## config.mk

```make
export PLATFORM = sky130hd
export DESIGN_NAME = utf8_latin_fold_normalizer_flat
export DESIGN_NICKNAME = d
export VERILOG_FILES = /design/src/design/ulf_pkg.sv /design/src/design/ulf_if.sv /design/src/design/ulf_front.sv /design/src/design/ulf_queue.sv /design/src/design/ulf_back.sv /design/src/design/utf8_latin_fold_normalizer.sv /design/src/flat_wrapper.sv
export SDC_FILE = /design/constraint.sdc
export NUM_CORES = 1
export LEC_CHECK = 0
export BUFFER_PORTS_ARGS = -buffer_cell sky130_fd_sc_hd__buf_2
export CORE_ASPECT_RATIO = 1.25
export CORE_MARGIN = 4
export CORE_UTILIZATION = 35
export CTS_CLUSTER_DIAMETER = 100
export DETAILED_ROUTE_END_ITERATION = 8
export SLEW_MARGIN = 20
export SYNTH_ARGS = -nofsm -noshare
export SYNTH_HDL_FRONTEND = slang
export SYNTH_HIERARCHICAL = 1
export SYNTH_SLANG_ARGS = --single-unit
export TNS_END_PERCENT = 5
```

## constraint.sdc

```tcl
create_clock -name clk -period 14 [get_ports clk]
set_input_delay 0.7 -clock clk [delete_from_list [all_inputs] [get_ports clk]]
set_output_delay 0.7 -clock clk [all_outputs]
set_load 0.05 [all_outputs]
```

## src/design/ulf_pkg.sv

```systemverilog
`timescale 1ns / 1ps
// ----------------------------------------------------------------------------
// ulf_pkg
// Shared types, constants and the code point folding function.
// ----------------------------------------------------------------------------
package ulf_pkg;

  localparam int QDEPTH = 4;
  localparam int QAW    = $clog2(QDEPTH);
  localparam int QCW    = $clog2(QDEPTH + 1);

  typedef struct packed {
    logic [1:0] n;
    logic [6:0] c1;
    logic [6:0] c2;
  } fold_t;

  // one folded code point waiting for the back end
  typedef struct packed {
    logic       two;
    logic [6:0] c1;
    logic [6:0] c2;
  } q_ent_t;

  typedef struct packed {
    logic   push;
    q_ent_t ent;
  } q_wr_t;

  typedef struct packed {
    logic   valid;
    q_ent_t ent;
  } q_rd_t;

  localparam fold_t FOLD_EMPTY = '{n: 2'd0, c1: 7'd0, c2: 7'd0};

  function automatic fold_t mk1(input logic [7:0] c);
    fold_t f;
    f.n  = 2'd1;
    f.c1 = c[6:0];
    f.c2 = 7'd0;
    return f;
  endfunction

  function automatic fold_t mk2(input logic [7:0] a, input logic [7:0] b);
    fold_t f;
    f.n  = 2'd2;
    f.c1 = a[6:0];
    f.c2 = b[6:0];
    return f;
  endfunction

  // Folds a code point to zero, one or two lower-case ASCII characters.
  // The Latin range is a sorted chain on upper bounds; the multiplication
  // and division signs fall in the gaps.
  function automatic fold_t fold_code(input logic [20:0] cp);
    fold_t      f;
    logic [8:0] v;
    f = FOLD_EMPTY;
    v = cp[8:0];
    if (cp < 21'h80) begin
      if (cp >= 21'h30 && cp <= 21'h39)      f = mk1({1'b0, cp[6:0]});
      else if (cp >= 21'h61 && cp <= 21'h7A) f = mk1({1'b0, cp[6:0]});
      else if (cp >= 21'h41 && cp <= 21'h5A) f = mk1({1'b0, cp[6:0] + 7'd32});
    end else if (cp[20:9] == 12'd0 && v >= 9'h0C0 && v <= 9'h17F) begin
      if      (v <= 9'h0C5) f = mk1("a");
      else if (v <= 9'h0C6) f = mk2("a", "e");
      else if (v <= 9'h0C7) f = mk1("c");
      else if (v <= 9'h0CB) f = mk1("e");
      else if (v <= 9'h0CF) f = mk1("i");
      else if (v <= 9'h0D0) f = mk1("d");
      else if (v <= 9'h0D1) f = mk1("n");
      else if (v <= 9'h0D6) f = mk1("o");
      else if (v <= 9'h0D7) f = FOLD_EMPTY;
      else if (v <= 9'h0D8) f = mk1("o");
      else if (v <= 9'h0DC) f = mk1("u");
      else if (v <= 9'h0DD) f = mk1("y");
      else if (v <= 9'h0DE) f = mk2("t", "h");
      else if (v <= 9'h0DF) f = mk2("s", "s");
      else if (v <= 9'h0E5) f = mk1("a");
      else if (v <= 9'h0E6) f = mk2("a", "e");
      else if (v <= 9'h0E7) f = mk1("c");
      else if (v <= 9'h0EB) f = mk1("e");
      else if (v <= 9'h0EF) f = mk1("i");
      else if (v <= 9'h0F0) f = mk1("d");
      else if (v <= 9'h0F1) f = mk1("n");
      else if (v <= 9'h0F6) f = mk1("o");
      else if (v <= 9'h0F7) f = FOLD_EMPTY;
      else if (v <= 9'h0F8) f = mk1("o");
      else if (v <= 9'h0FC) f = mk1("u");
      else if (v <= 9'h0FD) f = mk1("y");
      else if (v <= 9'h0FE) f = mk2("t", "h");
      else if (v <= 9'h0FF) f = mk1("y");
      else if (v <= 9'h105) f = mk1("a");
      else if (v <= 9'h10D) f = mk1("c");
      else if (v <= 9'h111) f = mk1("d");
      else if (v <= 9'h11B) f = mk1("e");
      else if (v <= 9'h123) f = mk1("g");
      else if (v <= 9'h127) f = mk1("h");
      else if (v <= 9'h131) f = mk1("i");
      else if (v <= 9'h133) f = mk2("i", "j");
      else if (v <= 9'h135) f = mk1("j");
      else if (v <= 9'h138) f = mk1("k");
      else if (v <= 9'h142) f = mk1("l");
      else if (v <= 9'h14B) f = mk1("n");
      else if (v <= 9'h151) f = mk1("o");
      else if (v <= 9'h153) f = mk2("o", "e");
      else if (v <= 9'h159) f = mk1("r");
      else if (v <= 9'h161) f = mk1("s");
      else if (v <= 9'h167) f = mk1("t");
      else if (v <= 9'h173) f = mk1("u");
      else if (v <= 9'h175) f = mk1("w");
      else if (v <= 9'h178) f = mk1("y");
      else if (v <= 9'h17E) f = mk1("z");
      else                  f = mk1("s");
    end
    return f;
  endfunction

endpackage

```

## src/design/ulf_if.sv

```systemverilog
`timescale 1ns / 1ps
// ----------------------------------------------------------------------------
// ulf_if
// Valid/ready channels for raw bytes in and folded characters out.
// ----------------------------------------------------------------------------
interface ulf_in_if;
  logic       valid;
  logic       ready;
  logic [7:0] data_byte;
  logic       end_of_string;

  modport source (output valid, output data_byte, output end_of_string, input ready);
  modport sink   (input valid, input data_byte, input end_of_string, output ready);
endinterface

interface ulf_out_if;
  logic       valid;
  logic       ready;
  logic [6:0] out_char;
  logic       run_last;

  modport source (output valid, output out_char, output run_last, input ready);
  modport sink   (input valid, input out_char, input run_last, output ready);
endinterface

```

## src/design/ulf_front.sv

```systemverilog
`timescale 1ns / 1ps
// ----------------------------------------------------------------------------
// ulf_front
// UTF-8 decoder: one byte per cycle unless q_full; pushes folded code points.
// ----------------------------------------------------------------------------
module ulf_front (
  input  logic             clk,
  input  logic             rst,
  ulf_in_if.sink           byte_in,
  input  logic             q_full,
  output ulf_pkg::q_wr_t   q_wr
);
  import ulf_pkg::*;

  logic [20:0] pending_code;
  logic [20:0] pending_code_next;
  logic [1:0]  bytes_left;
  logic [1:0]  bytes_left_next;
  logic [20:0] joined;
  logic [20:0] cp;
  logic        done;
  logic        accept;
  logic [7:0]  b;
  fold_t       fold;

  assign b              = byte_in.data_byte;
  assign byte_in.ready  = !q_full;
  assign accept         = byte_in.valid && !q_full;
  assign joined         = {pending_code[14:0], b[5:0]};

  always_comb begin
    pending_code_next = pending_code;
    bytes_left_next   = bytes_left;
    done              = 1'b0;
    cp                = 21'd0;
    if (b[7:6] == 2'b10) begin
      // continuation; stray ones are skipped
      if (bytes_left != 2'd0) begin
        bytes_left_next = bytes_left - 2'd1;
        if (bytes_left == 2'd1) begin
          done              = 1'b1;
          cp                = joined;
          pending_code_next = 21'd0;
        end else begin
          pending_code_next = joined;
        end
      end
    end else begin
      pending_code_next = 21'd0;
      bytes_left_next   = 2'd0;
      if (!b[7]) begin
        done = 1'b1;
        cp   = {13'd0, b};
      end else if (b[7:5] == 3'b110) begin
        pending_code_next = {16'd0, b[4:0]};
        bytes_left_next   = 2'd1;
      end else if (b[7:4] == 4'b1110) begin
        pending_code_next = {17'd0, b[3:0]};
        bytes_left_next   = 2'd2;
      end else if (b[7:3] == 5'b11110) begin
        pending_code_next = {18'd0, b[2:0]};
        bytes_left_next   = 2'd3;
      end
    end
    if (byte_in.end_of_string) begin
      pending_code_next = 21'd0;
      bytes_left_next   = 2'd0;
    end
  end

  assign fold        = fold_code(cp);
  assign q_wr.push   = accept && done && (fold.n != 2'd0);
  assign q_wr.ent.two = (fold.n == 2'd2);
  assign q_wr.ent.c1 = fold.c1;
  assign q_wr.ent.c2 = fold.c2;

  always_ff @(posedge clk) begin
    if (rst) begin
      pending_code <= 21'd0;
      bytes_left   <= 2'd0;
    end else if (accept) begin
      pending_code <= pending_code_next;
      bytes_left   <= bytes_left_next;
    end
  end

endmodule

```

## src/design/ulf_queue.sv

```systemverilog
`timescale 1ns / 1ps
// ----------------------------------------------------------------------------
// ulf_queue
// Short FIFO of folded code points between decoder and output stage.
// ----------------------------------------------------------------------------
module ulf_queue (
  input  logic             clk,
  input  logic             rst,
  input  ulf_pkg::q_wr_t   q_wr,
  input  logic             pop,
  output logic             q_full,
  output ulf_pkg::q_rd_t   q_rd
);
  import ulf_pkg::*;

  q_ent_t           mem [QDEPTH];
  logic [QAW-1:0]   wr_ptr;
  logic [QAW-1:0]   rd_ptr;
  logic [QCW-1:0]   count;
  logic             do_push;
  logic             do_pop;

  assign q_full     = (count == QCW'(QDEPTH));
  assign q_rd.valid = (count != '0);
  assign q_rd.ent   = mem[rd_ptr];
  assign do_push    = q_wr.push && !q_full;
  assign do_pop     = pop && q_rd.valid;

  always_ff @(posedge clk) begin
    if (do_push) begin
      mem[wr_ptr] <= q_wr.ent;
    end
  end

  always_ff @(posedge clk) begin
    if (rst) begin
      wr_ptr <= '0;
      rd_ptr <= '0;
      count  <= '0;
    end else begin
      if (do_push) wr_ptr <= wr_ptr + QAW'(1);
      if (do_pop)  rd_ptr <= rd_ptr + QAW'(1);
      case ({do_push, do_pop})
        2'b10:   count <= count + QCW'(1);
        2'b01:   count <= count - QCW'(1);
        default: count <= count;
      endcase
    end
  end

endmodule

```

## src/design/ulf_back.sv

```systemverilog
`timescale 1ns / 1ps
// ----------------------------------------------------------------------------
// ulf_back
// Output stage: emits one or two characters per queued code point.
// ----------------------------------------------------------------------------
module ulf_back (
  input  logic             clk,
  input  logic             rst,
  input  ulf_pkg::q_rd_t   q_rd,
  output logic             pop,
  ulf_out_if.source        char_out
);
  import ulf_pkg::*;

  logic       out_valid;
  logic [6:0] out_char;
  logic       run_last;
  logic       phase;   // second letter of a two-letter entry is next
  logic       load;

  assign load  = !out_valid || char_out.ready;
  assign pop   = load && q_rd.valid && (phase || !q_rd.ent.two);

  assign char_out.valid    = out_valid;
  assign char_out.out_char = out_char;
  assign char_out.run_last = run_last;

  always_ff @(posedge clk) begin
    if (rst) begin
      out_valid <= 1'b0;
      phase     <= 1'b0;
    end else if (load) begin
      out_valid <= q_rd.valid;
      if (q_rd.valid) begin
        phase <= !phase && q_rd.ent.two;
      end
    end
  end

  always_ff @(posedge clk) begin
    if (load && q_rd.valid) begin
      if (phase) begin
        out_char <= q_rd.ent.c2;
        run_last <= 1'b1;
      end else begin
        out_char <= q_rd.ent.c1;
        run_last <= !q_rd.ent.two;
      end
    end
  end

endmodule

```

## src/design/utf8_latin_fold_normalizer.sv

```systemverilog
`timescale 1ns / 1ps
// ----------------------------------------------------------------------------
// utf8_latin_fold_normalizer
// UTF-8 byte stream to lower-case ASCII letters and digits.
// ----------------------------------------------------------------------------
// Usage:
//   byte_in  : one UTF-8 byte per request, end_of_string set on the last
//              byte of a string. A partial sequence left after it is lost.
//   char_out : folded characters, '0'-'9' or 'a'-'z'. run_last marks the
//              final character produced by one input byte.
// Throughput: one byte per cycle. A code point that folds to two letters
//   is emitted as two characters; the four-entry queue between decoder and
//   output stage absorbs these, so the byte side stalls only when the
//   queue fills (output port bandwidth of one character per ready cycle).
// Path: a character reaches char_out after the byte that completes its code
//   point is accepted, through the queue write and then the output register.
// Bytes that complete nothing (leads, stray continuations, dropped code
//   points) produce no request on char_out.
// Reset: synchronous; clears the decoder state, the queue and the output
//   register. Ready on byte_in is high once reset has cleared the queue.
// Stall: while char_out is held off, the output register keeps its request
//   and the queue fills; byte_in.ready drops only when the queue is full.
// ----------------------------------------------------------------------------
module utf8_latin_fold_normalizer (
  input  logic       clk,
  input  logic       rst,
  ulf_in_if.sink     byte_in,
  ulf_out_if.source  char_out
);
  import ulf_pkg::*;

  q_wr_t q_wr;
  q_rd_t q_rd;
  logic  q_full;
  logic  pop;

  // decoder and folder
  ulf_front u_front (
    .clk     (clk),
    .rst     (rst),
    .byte_in (byte_in),
    .q_full  (q_full),
    .q_wr    (q_wr)
  );

  // decoupling queue
  ulf_queue u_queue (
    .clk    (clk),
    .rst    (rst),
    .q_wr   (q_wr),
    .pop    (pop),
    .q_full (q_full),
    .q_rd   (q_rd)
  );

  // character emitter
  ulf_back u_back (
    .clk      (clk),
    .rst      (rst),
    .q_rd     (q_rd),
    .pop      (pop),
    .char_out (char_out)
  );

  // decoder never pushes into a full queue
  a_no_overflow: assert property (@(posedge clk) disable iff (rst)
    q_wr.push |-> !q_full)
    else $error("push into full queue");

  // first letter of a pair is followed at once by its closing letter
  a_pair_follows: assert property (@(posedge clk) disable iff (rst)
    (char_out.valid && char_out.ready && !char_out.run_last)
      |=> (char_out.valid && char_out.run_last))
    else $error("second letter of pair missing");

  // queued work reaches an empty output register next cycle
  a_drain: assert property (@(posedge clk) disable iff (rst)
    (q_rd.valid && !char_out.valid) |=> char_out.valid)
    else $error("output stage failed to load");

endmodule
```

## src/flat_wrapper.sv

```systemverilog
// flat-port wrapper written by rule: the top's interface ports become plain ports
module utf8_latin_fold_normalizer_flat import ulf_pkg::*;
  (clk, rst, byte_in_valid, byte_in_data_byte, byte_in_end_of_string, byte_in_ready, char_out_valid, char_out_out_char, char_out_run_last, char_out_ready);
  ulf_in_if byte_in_i ();
  ulf_out_if char_out_i ();
  input  logic clk;
  input  logic rst;
  input wire logic [$bits(byte_in_i.valid)-1:0] byte_in_valid;
  input wire logic [$bits(byte_in_i.data_byte)-1:0] byte_in_data_byte;
  input wire logic [$bits(byte_in_i.end_of_string)-1:0] byte_in_end_of_string;
  output wire logic [$bits(byte_in_i.ready)-1:0] byte_in_ready;
  output wire logic [$bits(char_out_i.valid)-1:0] char_out_valid;
  output wire logic [$bits(char_out_i.out_char)-1:0] char_out_out_char;
  output wire logic [$bits(char_out_i.run_last)-1:0] char_out_run_last;
  input wire logic [$bits(char_out_i.ready)-1:0] char_out_ready;
  assign byte_in_i.valid = byte_in_valid;
  assign byte_in_i.data_byte = byte_in_data_byte;
  assign byte_in_i.end_of_string = byte_in_end_of_string;
  assign byte_in_ready = byte_in_i.ready;
  assign char_out_valid = char_out_i.valid;
  assign char_out_out_char = char_out_i.out_char;
  assign char_out_run_last = char_out_i.run_last;
  assign char_out_i.ready = char_out_ready;
  utf8_latin_fold_normalizer u_core (.clk(clk), .rst(rst), .byte_in(byte_in_i), .char_out(char_out_i));
endmodule
```

* Word level (Yosys, flattened, before mapping)
Memory sizes are Yosys's and may differ from the RTL's. A register that Yosys moved wholly into a read port is not among the register bits. Cells that the tools add are included.
Storage, ports and cells: bits in read-only memories 0, bits of input ports 13, RAM bits 60, bits in registers 34, output and inout port bits 10, memories 1, latch bits 0
Memory list:
- u_core.u_queue.mem | depth 4, bits a word 15, read ports 1, clocked after Yosys merged registers in 1, wr ports 1, line ulf_queue.sv:16 | q_ent_t mem [QDEPTH];
Cells by class: bitwise gates (word level) 0, $lt $le $gt $ge 58, multipliers 0, equality and inequality tests 10, add/subtract/negate cells 6, divide/modulo/power cells 0, reduce and logical (&&, ||, !) cells 26, mux-type cells 83, shift-type cells 0
Operators by type and width (count):
- 16-bit 2-to-1 mux | 44
- 9-bit by 8-bit less-or-equal comparator with 1-bit output, second input constant | 28
- 9-bit less-or-equal comparator, second input constant | 22
- 15-bit 2-to-1 mux | 7
- 11-bit 2-to-1 mux | 7
- 21-bit 2-to-1 mux | 3
- 21-bit by 7-bit greater-or-equal comparator with 1-bit output, second input constant | 2
- 21-bit by 7-bit less-or-equal comparator with 1-bit output, second input constant | 2
- 21-bit by 6-bit greater-or-equal comparator with 1-bit output, second input constant | 1
- 21-bit by 6-bit less-or-equal comparator with 1-bit output, second input constant | 1
- 21-bit by 8-bit < comparator with 1-bit output, second input constant | 1
- 2-bit 2-to-1 mux | 9
- 7-bit 2-to-1 mux | 2
- 1-bit logical AND | 13
- 12-bit logical NOT | 1
- 5-bit 2-to-1 mux | 2
- 9-bit by 8-bit greater-or-equal comparator with 1-bit output, second input constant | 1
- 7-bit by 6-bit adder with 7-bit output, second input constant | 1
- 2-bit == test, second input constant | 3
- 3-bit == test, second input constant | 2
- 1-bit 2-to-1 mux | 6
- 3-bit case mux with 2 select lines | 1
- 2-bit nonzero test | 3
- 5-bit == test, second input constant | 1
- 13 further kinds | 20

* Longest topological paths before layout
Gate-level depths: netlist (run 1).
word-level depth 61, mapped depth 25, mapped depth without buffers 24

* Modules after synthesis
The synthesis (run 1) kept the hierarchy.
By module, submodules not included:
- ulf_front | times used 1, cells an instance 543, area an instance 3473.3 um2, sequential area each 340.3 um2
- ulf_queue | times used 1, cells an instance 130, area an instance 2670.1 um2, sequential area each 1981.9 um2
- ulf_back | times used 1, cells an instance 29, area an instance 449.2 um2, sequential area each 280.3 um2

* Worst setup path before layout (run 1)
OpenSTA, ideal clock, no wires.
path type input to register, start input port byte_in_data_byte[6], end register u_core.u_queue.count[2], required time 13.930 ns, library setup time 0.070 ns, data arrival time 4.748 ns, cell stages on the path 21, path slack 9.182 ns, cell sequence nor3b_4 nor2_1 nor2_1 ha_1 nor2b_1 o21ai_0 a221oi_1 nand4_1 o31ai_1 a211oi_1 o311ai_1 nand3_1 inv_1 nor2_1 inv_1 ha_1 inv_1 fa_1 xor2_1 or3_1 a21oi_1
RTL lines:
- start: declaration | line flat_wrapper.sv:9 | input wire logic [$bits(byte_in_i.data_byte)-1:0] byte_in_data_byte;
- end signal: assignment | line ulf_queue.sv:44 | 2'b10: count <= count + QCW'(1);
- end signal: assignment | line ulf_queue.sv:45 | 2'b01: count <= count - QCW'(1);
- end signal: assignment | line ulf_queue.sv:46 | default: count <= count;
- end: declaration | line ulf_queue.sv:19 | logic [QCW-1:0] count;

==> results of run 1 <==
==> cell families (layout without fill, tap and decap cells) <==
family,after synthesis,after routing,share of synthesized area (%)
adder cells (fa/ha/maj),13,13,2.58
flip-flops,96,96,39.5
AND/OR/NAND/NOR,276,276,22.2
buffers and inverters,69,67,4.63
multiplexers,28,28,7.67
XOR/XNOR,6,6,0.797
AO/OA/AOI/OAI,214,214,22.6
==> final timing paths <==
kind | startpoint | end | depth (start not counted)
worst max-delay path | u_core/u_front/bytes_left[0] | u_core/u_queue/count[2] | 23
worst min-delay path | u_core/u_front/pending_code[10] | u_core/u_front/pending_code[10] | 2
worst max register to register | u_core/u_front/bytes_left[0] | u_core/u_queue/count[2] | 23
worst min register to register | u_core/u_front/pending_code[10] | u_core/u_front/pending_code[10] | 2
==> area by class of cell <==
| cell class | instances | area (sq um) |
|---|---|---|
| clock inverter | 4 | 31.3 |
| multi-input combinational | 537 | 3690 |
| tap | 228 | 285 |
| clock buffer | 12 | 258 |
| fill | 1855 | 11200 |
| inverter | 24 | 90.1 |
| sequential | 96 | 2600 |
| timing repair buffer | 27 | 148 |
==> layer usage <==
layer | global-route usage (%) | vias up | part of all wire [%]
li1 | - | 2721 | -
met1 | 26.7 | 2802 | 40
met2 | 31.5 | 400 | 46
met3 | 4.23 | 102 | 7.8
met4 | 10.8 | 0 | 6.6
met5 | 0 | - | 0
==> metrics by stage <==
stage | total power, W | std cells | hold WS [ns]
2_1_floorplan | 0.000353 | 702 | 0.432
4_1_cts | 0.000614 | 928 | 0.455
5_1_grt | 0.000630 | 928 | 0.474
3_5_place_dp | 0.000373 | 912 | 0.445
3_3_place_gp | 0.000374 | 912 | 0.442
6_report | 0.000611 | 928 | 0.452
==> registers in the layout (all words and copies together), names as in the netlist, named ones only <==
signal / flops
u_core/u_queue/mem: 60
u_core/u_back/char_out.out_char: 7
u_core/u_back/phase: 1
u_core/u_back/char_out.valid: 1
u_core/u_queue/wr_ptr: 2
u_core/u_queue/count: 3
u_core/u_back/char_out.run_last: 1
u_core/u_front/pending_code: 15
u_core/u_front/bytes_left: 2
u_core/u_queue/rd_ptr: 2
==> critical path: cells and delay by family (launching register included) <==
family | cells | cell delay, ns
AO/OA/AOI/OAI | 6 | 2.38
XOR/XNOR | 1 | 0.07
buffers and inverters | 4 | 0.29
adder cells (fa/ha/maj) | 4 | 1.24
AND/OR/NAND/NOR | 8 | 2.08
flip-flops | 1 | 0.36
==> cells in the final DEF (no fill, tap or decap), types with 5 or more instances in the layout <==
cell type  synthesis  layout
edfxtp_1          68      68
a21oi_1           57      57
nand2_1           57      57
nor2_1            51      51
nand3_1           31      31
dfxtp_1           28      28
nor3_1            26      26
inv_1             23      23
o21ai_0           23      23
buf_2              9      22
a31oi_1           19      18
and2_1            17      17
nand4_1           17      17
or3_1             12      12
ha_1              12      12
nand2b_1          11      11
nor4_1            11      11
a211oi_1          11      11
clkbuf_16          0      10
and3_1            10      10
mux4_2            10      10
a22oi_1            9       9
o211ai_1           9       9
a21o_1             8       8
nor2b_1            7       7
mux2_2             7       7
a31o_2             6       6
o21a_1             6       6
o21ai_1            5       5
buf_4              1       5
mux4_1             5       5
==> power groups by stage <==
stage	Clock, W	Combinational [W]	Sequential (W)
2_1_floorplan	0	0.0000387	0.000314
3_5_place_dp	0	0.0000606	0.000313
6_report	0.000241	0.0000636	0.000306
4_1_cts	0.000247	0.0000609	0.000306
3_3_place_gp	0	0.0000616	0.000313
5_1_grt	0.000257	0.0000668	0.000307
==> impl_metrics.toml, run 1 <==
[logic_synthesis]
netlist_instances = 702
synth_fp_nets = 728
synth_area_sq_mm = 0.00659
ys_ff_latch = 96
synth_top_cell_area_share_pct = 31.0
ys_warn_count = 6
synthFlopType = "edfxtp_1"
yosys.area.top_type = "edfxtp_1"
async_reset_ff_share_pct = 0
yosysMostFrequentCell = "edfxtp_1"
synth_common_cells = "68 x edfxtp_1, 57 x a21oi_1, 57 x nand2_1"
ys_seq_area_share_pct = 39.5
yosys.cell_types.count = 88
synth_edf_count = 68
ys_top_cells_by_area = "edfxtp_1 31%, dfxtp_1 8.5%, a21oi_1 4.3%"
synth_area_per_cell_sq_um = 9.39

[cts]
clockBufferDepth = 2
cts_hold_buf = 0
clock-sinks = 96
clk-insertion-delay-late_ns = 0.35
cts_setup_buffers = 0
numCtsBuffers = 9
cts-root-buf = "clkbuf_16"
cts_tree = "yes"
h-tree-depth = 3
clk_pin_slew_ns = 0.07
ctsResizeCount = 0

[timing]
fin_ws_ns = 7.50
rsz0062_at_grt = "false"
max_slew.worst_pin.slew_ns = 1.08
tns_ns = 0
period_needed_ns = 6.50
maxSlewViolCount = 0
relSlewSlack_pct = 27.5
final.period_utilization_pct = 46.4
final-setup-viol-count = 0
hold_violations = 0
fmax_ghz = 0.154
clock_skew_ns = 0.0105

[worst_setup_path]
path_common_cell = "inv_1"
path_cells = "inv_1, ha_1, nor3b_4, nor2_1, nor2_1, ha_1, nand3b_1, a21oi_1, a21oi_1, a41oi_1, nand4_1, a211oi_1, o311ai_1, nand3_1, inv_1, nor2_1, inv_1, ha_1, inv_1, fa_1, xor2_1, or3_1, a21oi_1"
crit_required_ns = 14.28
crit_fanout = 13
worst_path_max_delay_cell = "a41oi_1"
r2r_slack_ns = 7.50
cpPeakStageDelay_ns = 0.79
endpoint_kind = "flip-flop"
cp.arrival_ns = 6.77
worstSetupPathType = "flip-flop to flip-flop"
crit_path_start_kind = "flip-flop"

[status]
status = "completed"

[global_routing]
grt_pass1_wl_um = 33500
antenna_found_initial = 0
grtUsageTotal_pct = 20.4
overflow = 0
grt_pass1_vias = 5755
grt_max_degree = 31

[detailed_routing]
drt_iter0_markers = 769
drt_wl_total_um = 21500
ant_nets = 0
dr_total_vias = 6025
drc = 0
viasPerCell = 6.49
dr.pass1.iters = 7
wl_per_cell_um = 23.2

[layout]
area_delta_synth_final_pct = 7.78
drive_above_1_share_pct = 12.3
antennaDiodeCount = 0
final_area_sq_mm = 0.00711
post-route-util_pct = 38.8
nets = 721

[placement]
io_buffers = 22
place_ws_ns = 7.55
placed_cell_area_sq_mm = 0.00681
hpwlAfterDp_um = 15600
gp_congestion = 1.06

[power_and_ir_drop]
combPwrFrac_pct = 10.4
max-vdd-ir-drop_uv = 49.0
p_sw_w = 0.000157
p_leak_nw = 2.24
pwr-share-clk_pct = 39.4
swShare_pct = 25.8
internal_power_w = 0.000453
power_density_mw_per_mm2 = 85.9
pwr-share-seq_pct = 50.2

[die]
row_count = 55
die-area_sq_mm = 0.0211
start_util_pct = 36.0
core-area_sq_mm = 0.0183
io-pin-count = 23
die_height_um = 161
fp.dieW_um = 131

[flow_run]
drv_cap = 0

[min_path]
hold_path_class = "flip-flop to flip-flop"
No activity file was read; power rests on OpenSTA's default activity.
==> inputs of run 2 (changes only) <==
--- a/config.mk
+++ b/config.mk
@@ -5,6 +5,7 @@
 export SDC_FILE = /design/constraint.sdc
 export NUM_CORES = 1
 export LEC_CHECK = 0
+export ABC_AREA = 1
 export BUFFER_PORTS_ARGS = -buffer_cell sky130_fd_sc_hd__buf_2
 export CORE_ASPECT_RATIO = 1.25
 export CORE_MARGIN = 4
==> constraint.sdc (replaced) <==
create_clock -name clk -period 6.7 [get_ports clk]
set_input_delay 0.335 -clock clk [delete_from_list [all_inputs] [get_ports clk]]
set_output_delay 0.335 -clock clk [all_outputs]
set_load 0.05 [all_outputs]
==> impl_metrics.toml, run 2 <==
[status]
status = "completed"

[worst_setup_path]
critPathLaunch = "u_core/u_front/bytes_left[0]"
reg2reg_depth = 39
crit_path_start_kind = "flip-flop"
cp_top_family = "simple AND/OR/NAND/NOR gates"
worstSetupPathType = "flip-flop to flip-flop"
cp_num_buf_inv = 7
endpoint_kind = "flip-flop"
crit_required_ns = 6.92
crit_fanout = 16
cp.arrival_ns = 5.22
rr_startpoint = "u_core/u_front/bytes_left[0]"
worst_path_max_delay_cell = "fa_1"
r2r_end = "u_core/u_queue/count[2]"
cpPeakStageDelay_ns = 0.38
path_common_cell = "nand2_1"
r2r_slack_ns = 1.71

[layout]
area_delta_synth_final_pct = 9.27
nets = 962
top_register = "u_core/u_queue/mem"
final_area_sq_mm = 0.00715
largest_reg_flops = 60
multi_input_area_sq_mm = 0.00334
layout_common_cells = "247 x nand2_1, 114 x nor2_1, 107 x inv_1, 68 x edfxtp_1, 65 x nand3_1"
fill_cells = 1938
final_common_cell = "nand2_1"
top_regs = "u_core/u_queue/mem (60), u_core/u_front/pending_code (15), u_core/u_back/char_out.out_char (7)"
drive_above_1_share_pct = 11.3
register_area_sq_mm = 0.00260
antennaDiodeCount = 0

[timing]
period_needed_ns = 4.99
fmax_ghz = 0.200
final-setup-viol-count = 0
relSlewSlack_pct = 31.1
clock_skew_ns = 0.00981
final.period_utilization_pct = 74.5
max_slew.worst_pin.slew_ns = 1.03
hold_violations = 0
maxSlewViolCount = 0
rsz0062_at_grt = "false"
tns_ns = 0

[die]
die_height_um = 161
row_count = 55
start_util_pct = 35.9
fp.dieW_um = 130
io-pin-count = 23
core-area_sq_mm = 0.0182
die-area_sq_mm = 0.0210

[global_routing]
use_met1_pct = 22.6
grt_max_degree = 32
grt.met3_usage_pct = 2.30
grt_pass1_vias = 5911
grtUsageTotal_pct = 17.9
antenna_found_initial = 0
use_met2_pct = 30.0
grt_pass1_wl_um = 30000
grt-busiest-layer = "met2"
overflow = 0

[cts]
h-tree-depth = 3
cts_setup_buffers = 0
clk-insertion-delay-late_ns = 0.33
clock-sinks = 96
numCtsBuffers = 9
clk_pin_slew_ns = 0.07
clockBufferDepth = 2
ctsResizeCount = 0
cts-root-buf = "clkbuf_16"
cts_hold_buf = 0
cts_tree = "yes"

[power_and_ir_drop]
power_density_mw_per_mm2 = 197
max-vdd-ir-drop_uv = 147
p_leak_nw = 2.87

[logic_synthesis]
ys_top_cells_by_area = "edfxtp_1 31%, nand2_1 14%, dfxtp_1 8.6%"
ys_ff_latch = 96
ys_warn_count = 6
synth_top_cell_area_share_pct = 31.2
synth_common_cells = "247 x nand2_1, 114 x nor2_1, 107 x inv_1"
synthFlopType = "edfxtp_1"
ys_seq_area_share_pct = 39.8
async_reset_ff_share_pct = 0
netlist_instances = 921
synth_edf_count = 68
yosys.area.top_type = "edfxtp_1"
synth_area_per_cell_sq_um = 7.11
synth_area_sq_mm = 0.00654
synth_fp_nets = 947
yosys.cell_types.count = 52
yosysMostFrequentCell = "nand2_1"

[detailed_routing]
ant_nets = 0
dr.pass1.iters = 5
viasPerCell = 5.24
dr_total_vias = 6128
drt_iter0_markers = 508
drc = 0
wl_per_cell_um = 15.9
drt_wl_total_um = 18500

[placement]
gp_congestion = 0.979
hpwlAfterDp_um = 14100
placed_cell_area_sq_mm = 0.00685
io_buffers = 22

[min_path]
holdPathEnd = "u_core/u_front/pending_code[0]"
min_path_cells = 3
hold_path_class = "primary input to flip-flop"
min_from = "byte_in_data_byte[0]"

[flow_run]
drv_cap = 0
## run 2: cell types whose count changed after synthesis, moves of 16 or more
cell      change
nor2_1       +63
and2_1       -16
clkbuf_1     -22
o21ai_1      +25
inv_1        +84
nand2_1     +190
nand3_1      +34
nor3_1       -16
## run 2: tightest hold or removal path, delay by kind of cell
| family | cells | cell delay (ns) |
|---|---|---|
| buffers and inverters | 1 | 0.16 |
| AND/OR/NAND/NOR | 1 | 0.08 |
| AO/OA/AOI/OAI | 1 | 0.05 |
## run 2: per-layer routing
layer	up-vias	share of wire, %
li1	3077	-
met1	2789	42
met2	205	48
met3	57	5.5
met4	0	4.8
met5	-	0
## run 2: cell type report
cell class	count	share of cell area, %
Clock buffer	10	3.20
Clock inverter	6	0.962
Inverter	125	6.68
Multi-Input combinational cell	677	46.7
Sequential cell	96	36.4
Tap cell	228	3.99
Timing Repair Buffer	27	2.06
## run 2: logic make-up after synthesis
logic type	after synthesis	synth area share, %
and+or+nand+nor	495	33.8
AOI/OAI and AO/OA	168	14.5
DFF	96	39.8
adders and majority gates	13	2.60
buffers and inverters	148	9.20
xor gates and xnor gates	1	0.134
## run 2: through the flow
| step | hold slack [ns] | power [W] | cells | worst slack, ns | util, % |
|---|---|---|---|---|---|
| after CTS | 0.324 | 0.00142 | 1169 | 1.71 | 39.2 |
| after floorplan | 0.404 | 0.000860 | 921 | 2.45 | - |
| after global routing | 0.346 | 0.00147 | 1169 | 1.09 | 39.2 |
| after detailed placement | 0.456 | 0.000920 | 1153 | 1.73 | 37.6 |
| after global placement | 0.455 | 0.000921 | 1153 | 1.87 | 37.6 |
| final | 0.342 | 0.00141 | 1169 | 1.71 | 39.2 |
## run 2: how the worst max path moves through the flow
stage	slack, ns	depth (start not counted)	to
floorplan	2.45	29	u_core/u_queue/mem[0][0]
global placement	1.87	39	u_core/u_queue/count[2]
detailed placement	1.73	32	u_core/u_queue/count[1]
CTS	1.71	36	u_core/u_queue/count[2]
global route	1.09	36	u_core/u_queue/count[2]
finish	1.71	39	u_core/u_queue/count[2]
## run 2: power breakdown
part	total (W)	internal [W]	switching, W	leakage [nW]
Sequential	0.000679	0.000664	0.0000146	0.876
Combinational	0.000229	0.0000540	0.000175	1.85
Clock	0.000499	0.000291	0.000208	0.145
